[config.mk]
export PLATFORM = sky130hd
export DESIGN_NAME = rational_continued_fraction_top
export DESIGN_NICKNAME = d
export VERILOG_FILES = /design/src/rtl/rcf_pkg.sv /design/src/rtl/rcf_datapath.sv /design/src/rtl/rcf_ctrl.sv /design/src/rtl/rational_continued_fraction_top.sv
export SDC_FILE = /design/constraint.sdc
export NUM_CORES = 1
export LEC_CHECK = 0
export ABC_AREA = 1
export CAP_MARGIN = 0
export CORE_UTILIZATION = 50
export CTS_CLUSTER_SIZE = 10
export DETAILED_ROUTE_END_ITERATION = 8
export DONT_BUFFER_PORTS = 1
export HOLD_SLACK_MARGIN = 0.06
export PLACE_DENSITY = 0.73
export SKIP_CTS_REPAIR_TIMING = 1
export SKIP_LAST_GASP = 1
export SYNTH_ARGS = -nofsm -noshare
export SYNTH_HDL_FRONTEND = slang
export SYNTH_SLANG_ARGS = --single-unit
[constraint.sdc]
create_clock -name i_clk -period 6.7 [get_ports i_clk]
set_input_delay 0.335 -clock i_clk [delete_from_list [all_inputs] [get_ports i_clk]]
set_output_delay 0.335 -clock i_clk [all_outputs]
set_load 0.03 [all_outputs]
[src/rtl/rcf_pkg.sv]
package rcf_pkg;

    localparam int VALUE_WIDTH = 32;
    localparam int MAX_TERMS   = 48;
    localparam int LIMIT_WIDTH = 6;
    localparam int TERM_W      = $clog2(MAX_TERMS + 1);
    localparam int CNT_W       = $clog2(VALUE_WIDTH);

    // controller -> datapath
    typedef struct packed {
        logic load;   // take a new operand pair, start first division
        logic step;   // one restoring-division bit
        logic emit;   // register a term, move the pair on
    } t_rcf_cmd;

    // datapath -> controller
    typedef struct packed {
        logic den_zero;  // current denominator is zero
        logic div_last;  // division is on its final bit
        logic last;      // the term being formed ends the expansion
    } t_rcf_status;

endpackage

[src/rtl/rcf_datapath.sv]
module rcf_datapath
    import rcf_pkg::*;
(
    input  logic                          i_clk,
    input  t_rcf_cmd                      i_cmd,
    input  logic signed [VALUE_WIDTH-1:0] i_numerator,
    input  logic signed [VALUE_WIDTH-1:0] i_denominator,
    input  logic        [LIMIT_WIDTH-1:0] i_term_limit,
    output t_rcf_status                   o_status,
    output logic signed [VALUE_WIDTH-1:0] o_term,
    output logic                          o_last_term
);

    localparam logic [VALUE_WIDTH-1:0] MIN_PATTERN = {1'b1, {(VALUE_WIDTH-1){1'b0}}};
    localparam logic [VALUE_WIDTH-1:0] MAX_MAG     = {1'b0, {(VALUE_WIDTH-1){1'b1}}};

    logic [VALUE_WIDTH-1:0] r_quo;   // dividend shifting out, quotient shifting in
    logic [VALUE_WIDTH-1:0] r_rem;
    logic [VALUE_WIDTH-1:0] r_den;
    logic                   r_neg;   // numerator sign after denominator fix-up
    logic [CNT_W-1:0]       r_cnt;
    logic [TERM_W-1:0]      r_nterm;
    logic [TERM_W-1:0]      r_lim;
    logic [VALUE_WIDTH-1:0] r_term;
    logic                   r_last;

    logic [VALUE_WIDTH-1:0] n_pmag;
    logic [VALUE_WIDTH-1:0] n_qmag;
    logic                   n_neg;
    logic [TERM_W-1:0]      n_lim;
    logic [VALUE_WIDTH-1:0] n_trial;
    logic                   n_ge;
    logic [VALUE_WIDTH-1:0] n_term;
    logic [VALUE_WIDTH-1:0] n_rnext;
    logic                   n_last;

    // saturating magnitudes of the operands, quotient sign and clamped term limit
    always_comb begin
        if (!i_numerator[VALUE_WIDTH-1]) begin
            n_pmag = i_numerator;
        end else if (i_numerator == MIN_PATTERN) begin
            n_pmag = MAX_MAG;
        end else begin
            n_pmag = VALUE_WIDTH'(0) - i_numerator;
        end
        if (!i_denominator[VALUE_WIDTH-1]) begin
            n_qmag = i_denominator;
        end else if (i_denominator == MIN_PATTERN) begin
            n_qmag = MAX_MAG;
        end else begin
            n_qmag = VALUE_WIDTH'(0) - i_denominator;
        end
        n_neg = i_numerator[VALUE_WIDTH-1] ^ i_denominator[VALUE_WIDTH-1];
        if (int'(i_term_limit) == 0 || int'(i_term_limit) > MAX_TERMS) begin
            n_lim = TERM_W'(MAX_TERMS);
        end else begin
            n_lim = TERM_W'(i_term_limit);
        end
    end

    // restoring division bit
    assign n_trial = {r_rem[VALUE_WIDTH-2:0], r_quo[VALUE_WIDTH-1]};
    assign n_ge    = (n_trial >= r_den);

    // floor correction for a negative numerator, and the last-term test
    always_comb begin
        if (r_neg && (r_rem != '0)) begin
            n_term  = ~r_quo;
            n_rnext = r_den - r_rem;
        end else if (r_neg) begin
            n_term  = VALUE_WIDTH'(0) - r_quo;
            n_rnext = '0;
        end else begin
            n_term  = r_quo;
            n_rnext = r_rem;
        end
        n_last = (n_rnext == '0) || ((int'(r_nterm) + 1) == int'(r_lim));
    end

    always_ff @(posedge i_clk) begin
        if (i_cmd.load) begin
            r_quo   <= n_pmag;
            r_den   <= n_qmag;
            r_neg   <= n_neg;
            r_rem   <= '0;
            r_cnt   <= CNT_W'(VALUE_WIDTH - 1);
            r_nterm <= '0;
            r_lim   <= n_lim;
        end else if (i_cmd.step) begin
            r_quo <= {r_quo[VALUE_WIDTH-2:0], n_ge};
            r_rem <= n_ge ? (n_trial - r_den) : n_trial;
            r_cnt <= r_cnt - CNT_W'(1);
        end else if (i_cmd.emit) begin
            r_term  <= n_term;
            r_last  <= n_last;
            r_quo   <= r_den;
            r_den   <= n_rnext;
            r_neg   <= 1'b0;
            r_rem   <= '0;
            r_cnt   <= CNT_W'(VALUE_WIDTH - 1);
            r_nterm <= r_nterm + TERM_W'(1);
        end
    end

    assign o_status.den_zero = (r_den == '0);
    assign o_status.div_last = (r_cnt == '0);
    assign o_status.last     = n_last;
    assign o_term            = r_term;
    assign o_last_term       = r_last;

endmodule

[src/rtl/rcf_ctrl.sv]
module rcf_ctrl
    import rcf_pkg::*;
(
    input  logic        i_clk,
    input  logic        i_rst_n,
    input  logic        start,
    input  t_rcf_status i_status,
    output t_rcf_cmd    o_cmd,
    output logic        busy,
    output logic        o_term_valid
);

    typedef enum logic [1:0] {
        ST_IDLE,
        ST_CHECK,
        ST_DIVIDE,
        ST_EMIT
    } t_state;

    t_state r_state;
    logic   r_valid;

    always_comb begin
        o_cmd      = '0;
        o_cmd.load = (r_state == ST_IDLE) && start;
        o_cmd.step = (r_state == ST_DIVIDE);
        o_cmd.emit = (r_state == ST_EMIT);
    end

    always_ff @(posedge i_clk) begin
        if (!i_rst_n) begin
            r_state <= ST_IDLE;
            r_valid <= 1'b0;
        end else begin
            r_valid <= 1'b0;
            unique case (r_state)
                ST_IDLE: begin
                    if (start) r_state <= ST_CHECK;
                end
                ST_CHECK: begin
                    r_state <= i_status.den_zero ? ST_IDLE : ST_DIVIDE;
                end
                ST_DIVIDE: begin
                    if (i_status.div_last) r_state <= ST_EMIT;
                end
                ST_EMIT: begin
                    r_valid <= 1'b1;
                    r_state <= i_status.last ? ST_IDLE : ST_DIVIDE;
                end
                default: r_state <= ST_IDLE;
            endcase
        end
    end

    assign busy         = (r_state != ST_IDLE);
    assign o_term_valid = r_valid;

endmodule

[src/rtl/rational_continued_fraction_top.sv]
// Channel   Handshake                 Signals
// --------  ------------------------  ------------------------------------------
// input     start & !busy             i_numerator, i_denominator, i_term_limit
// result    o_term_valid (1 cycle)    o_term, o_last_term
//
// After a transfer, the check state tests the denominator, then each term is formed by the
// bit-serial restoring divider and registered by an emit state. One item at a time; a
// zero denominator returns to idle from the check state with no result. i_rst_n is
// synchronous, active low, and clears only control state. Results cannot be stalled; the
// strobe lasts one cycle and busy drops with the last term, so a new item can transfer
// while that term is shown.
module rational_continued_fraction_top
    import rcf_pkg::*;
(
    input  logic                          i_clk,
    input  logic                          i_rst_n,
    input  logic                          start,
    output logic                          busy,
    input  logic signed [VALUE_WIDTH-1:0] i_numerator,
    input  logic signed [VALUE_WIDTH-1:0] i_denominator,
    input  logic        [LIMIT_WIDTH-1:0] i_term_limit,
    output logic                          o_term_valid,
    output logic signed [VALUE_WIDTH-1:0] o_term,
    output logic                          o_last_term
);

    t_rcf_cmd    cmd;
    t_rcf_status status;

    // sequencer: load, check, divide bit by bit, emit
    rcf_ctrl u_ctrl (
        .i_clk        (i_clk),
        .i_rst_n      (i_rst_n),
        .start        (start),
        .i_status     (status),
        .o_cmd        (cmd),
        .busy         (busy),
        .o_term_valid (o_term_valid)
    );

    // operand registers, shared divider, floor fix-up and term count
    rcf_datapath u_dp (
        .i_clk         (i_clk),
        .i_cmd         (cmd),
        .i_numerator   (i_numerator),
        .i_denominator (i_denominator),
        .i_term_limit  (i_term_limit),
        .o_status      (status),
        .o_term        (o_term),
        .o_last_term   (o_last_term)
    );

`ifndef ASSERT_OFF
    // a term only follows an emit command
    a_valid_after_emit: assert property (@(posedge i_clk) disable iff (!i_rst_n)
        o_term_valid |-> $past(cmd.emit))
        else $error("term strobe without emit");

    // a transfer makes the block busy
    a_busy_after_start: assert property (@(posedge i_clk) disable iff (!i_rst_n)
        (start && !busy) |=> busy)
        else $error("busy not raised after transfer");

    // final term frees the block
    a_idle_on_last: assert property (@(posedge i_clk) disable iff (!i_rst_n)
        (o_term_valid && o_last_term) |-> !busy)
        else $error("still busy after final term");

    // more terms follow a non-final term
    a_busy_on_more: assert property (@(posedge i_clk) disable iff (!i_rst_n)
        (o_term_valid && !o_last_term) |-> busy)
        else $error("idle after non-final term");
`endif

endmodule

==> summary.md <==
| Metric | Value |
|---|---|
| Status | `finished, final reports clean` |
| First-pass GRT wire length | `69600 µm` |
| Worst vdd ir | `0.184 mV` |
| Avg Cell Area, Syn | `6.60 µm²` |
| Syn_nets | `2214` |
| Port bufs | `0` |
| Final ANT Viol Nets | `0` |
| Setup total negative slack | `0 ns` |
| ANT cells | `0` |
| Post-synth top area share | `22.9%` |
| H-tree Lvls | `4` |
| Num rows | `60` |
| Total number of vias | `13.7k` |
| Final WL | `44300 µm` |
| Final Setup Violations | `0` |
| Final Hold Fails | `0` |
| Final worst-path cycle share | `50.1%` |
| Final net count | `2194` |
| Die Y-Extent | `167 µm` |
| Design Power | `4.22 mW` |
| Commonest non-fill, non-tap cell in the layout | `nand2_1` |
| HPWL Detailed | `35000 µm` |
| Placed cell area | `13900 µm²` |
| Crit path time final | `3.36 ns` |
| Peak per-stage delay on the critical path | `0.46 ns` |
| Fin worst setup slack | `3.34 ns` |
| Relative slew slack | `25.0%` |
| Total of warnings raised by yosys | `0` |
| PD cells | `288 nW/µm²` |
| Register-to-Register Path Depth | `16` |
| Max Clock Freq | `298 MHz` |
| Die Area | `28000 µm²` |
| Hold crit path type | `input port to register` |
| CTS buffer count | `17` |
| Critical path launch point type | `register` |
| Worst Hold Path Cells | `2` |
| Post-Syn Instances | `2070` |
| Vias per Instance | `5.72` |
| Critical Path RT | `7.06 ns` |
| Max-cap violations | `0` |
| Initial Util | `50.8%` |
| Max Slew Vio Count | `0` |
| Leak pwr | `6.92 nW` |
| Clock skew | `0.0147 ns` |
| Residual DRC count | `0` |
| RSZ-0062 raised after global routing | `no` |
| Reg-to-Reg End | `u_dp.r_rem[19]$_SDFFE_PP0P_` |
| Dpl ws | `3.42 ns` |
| Synth async-reset ratio | `0%` |
| Tot GR Track Use | `31.9%` |
| Root Driver | `clkbuf_16` |
| Worst setup path endpoint | `u_dp.r_rem[19]$_SDFFE_PP0P_` |
| CP arrival | `3.72 ns` |
| Clock Sinks | `150` |
| Largest net degree at the start of global routing | `69` |
| Initial antenna violation count | `0` |
| Core Box Area | `26900 µm²` |
| Synth top area cells | `edfxtp_1, nand2_1, inv_1` |
| Post-synth EDFFs | `104` |
| Flop2flop setup slack | `3.34 ns` |
| Crit. End Element | `register` |
| Area of the mapped netlist | `13700 µm²` |
| Leading area contributor after synthesis | `edfxtp_1` |
| Slowest stage cell on the critical path | `edfxtp_1` |
| Critical path fanouts, max | `18` |
| Routability cong. | `1.07` |
| Post-route cell area | `14600 µm²` |
| Netlist cell types | `61` |
| CTS tree | `built` |
| First-pass DRT Iterations | `7` |
| I/O Pins | `108` |
| Worst r2r src | `u_dp.r_quo[31]$_DFFE_PP_` |
| Layout filler cell count | `2637` |
| Seq/Total Area, Yosys | `29.6%` |
| #FFs+latches synth | `150` |
| CP Class | `register to register` |
| Most frequent cells in the layout | `nand2_1, inv_1, nor2_1` |
| DR WL/cell | `18.4 µm` |
| Growth of design area from synthesis to finish | `6.96%` |
| Main synth FF type | `edfxtp_1` |
| Share of layout cells above drive strength 1 | `4.27%` |
| Clock latency on the worst-skew pair | `0.43 ns` |
| Number of global-route vias before repair | `12.9k` |
| DRT iter0 DRCs | `1363` |
| CTS clk-pin slew, worst paths | `0.06 ns` |
| Grt total ovfl | `0` |
| Worst path cell trace | `inv_1 -> ha_1 -> fa_1 -> nand3b_1 -> nand3_1 -> a21oi_1 -> o21ai_2 -> a21oi_2 -> o21a_1 -> nand2_1 -> nand2_2 -> inv_1 -> nand2_1 -> o211ai_1 -> nand2_1 -> inv_1` |
| Worst setup startpoint | `u_dp.r_quo[31]$_DFFE_PP_` |
| Die W | `167 µm` |
| Slew @ Worst Pin | `1.11 ns` |
| Clk buf depth | `2` |
| Post-layout util | `54.4%` |
==> Yosys cell counts, types with 5 or more instances <==
master    count
a31oi_1      31
xnor2_1      32
o22ai_1      14
edfxtp_1    104
clkbuf_1     29
dfxtp_1      46
o21bai_1      5
o21ai_0      97
buf_2         5
nor3_2        6
xor2_1       79
a21oi_1      91
inv_1       336
ha_1         69
o221ai_1      5
o21ai_1       8
nand3_1     108
a22oi_1      16
inv_2        10
nor3_1       38
nor2_1      230
buf_1         9
o21a_1        8
nand3b_1      6
nor4_1       15
nand2_1     565
o211ai_1     16
nand4_1      26
or2_2        11
==> how the worst min path moves through the flow <==
stage	slack, ns	startpoint	endpoint
finish	0.08	i_rst_n	u_ctrl.o_term_valid$_SDFF_PN0_
global route	0.08	i_term_limit[4]	u_dp.r_lim[4]$_SDFFCE_PP1P_
CTS	0.07	i_rst_n	u_ctrl.o_term_valid$_SDFF_PN0_
detailed placement	0.50	u_dp.r_cnt[3]$_SDFFE_PP1P_	u_dp.r_cnt[3]$_SDFFE_PP1P_
global placement	0.49	u_dp.r_cnt[3]$_SDFFE_PP1P_	u_dp.r_cnt[3]$_SDFFE_PP1P_
floorplan	0.45	u_ctrl.r_state[0]$_SDFFE_PN0P_	u_ctrl.r_state[0]$_SDFFE_PN0P_
==> flip-flops by register name, summed over array words and instances (netlist names), 2 cells and up <==
name,flops
u_dp.r_den,32
u_dp.o_term,32
u_dp.r_rem,32
u_dp.r_cnt,5
u_dp.r_nterm,6
u_ctrl.r_state,2
u_dp.r_lim,6
u_dp.r_quo,32
==> report_power, final <==
group          internal (mW)  switching, mW
Sequential              1.21          0.159
Clock                  0.702          0.407
Combinational          0.544           1.19
==> per-layer routing <==
layer / vias to the layer above / share of wire (%) / global-route usage [%] / wire (µm)
met2: 673 / 45 / 51.8 / 20000
met1: 6285 / 44 / 43.9 / 19600
met5: - / 0 / 0 / 0
met4: 0 / 2.5 / 10.8 / 1110
li1: 6710 / - / - / -
met3: 72 / 8.1 / 3.52 / 3580
==> cells by family (layout without fill, tap and decap cells) <==
logic type	after synthesis	count (layout)	share of synthesized area [%]
simple gates	1028	1028	32.0
fa+ha+maj	71	71	6.61
flops	150	150	29.6
compound gates	316	316	13.6
xor+xnor	111	111	7.12
buf+inv	394	387	11.1
==> metrics by stage <==
step,hold slack (ns),instances
after detailed placement,0.503,2372
after global routing,0.0792,2404
after floorplan,0.447,2070
final,0.0822,2404
after global placement,0.485,2372
after CTS,0.0735,2404
==> worst max-delay path: cells and delay by family, from the launching register on <==
family	cells	cell delay [ns]
AO/OA/AOI/OAI	5	0.67
buffers and inverters	3	0.40
adder cells (fa/ha/maj)	2	0.62
AND/OR/NAND/NOR	6	1.14
flip-flops	1	0.46
==> area by class of cell <==
class                   instances  area (µm²)  area share [%]
multi-input cells            1526        8110            55.5
flip-flops and latches        150        4040            27.7
inverters                     346        1300            8.89
clock buffers                  20         437            2.99
well taps                     341         427            2.92
clock inverters                12         226            1.55
repair buffers                  9        67.6           0.462
Note: power is estimated with default switching activity, not from simulation.
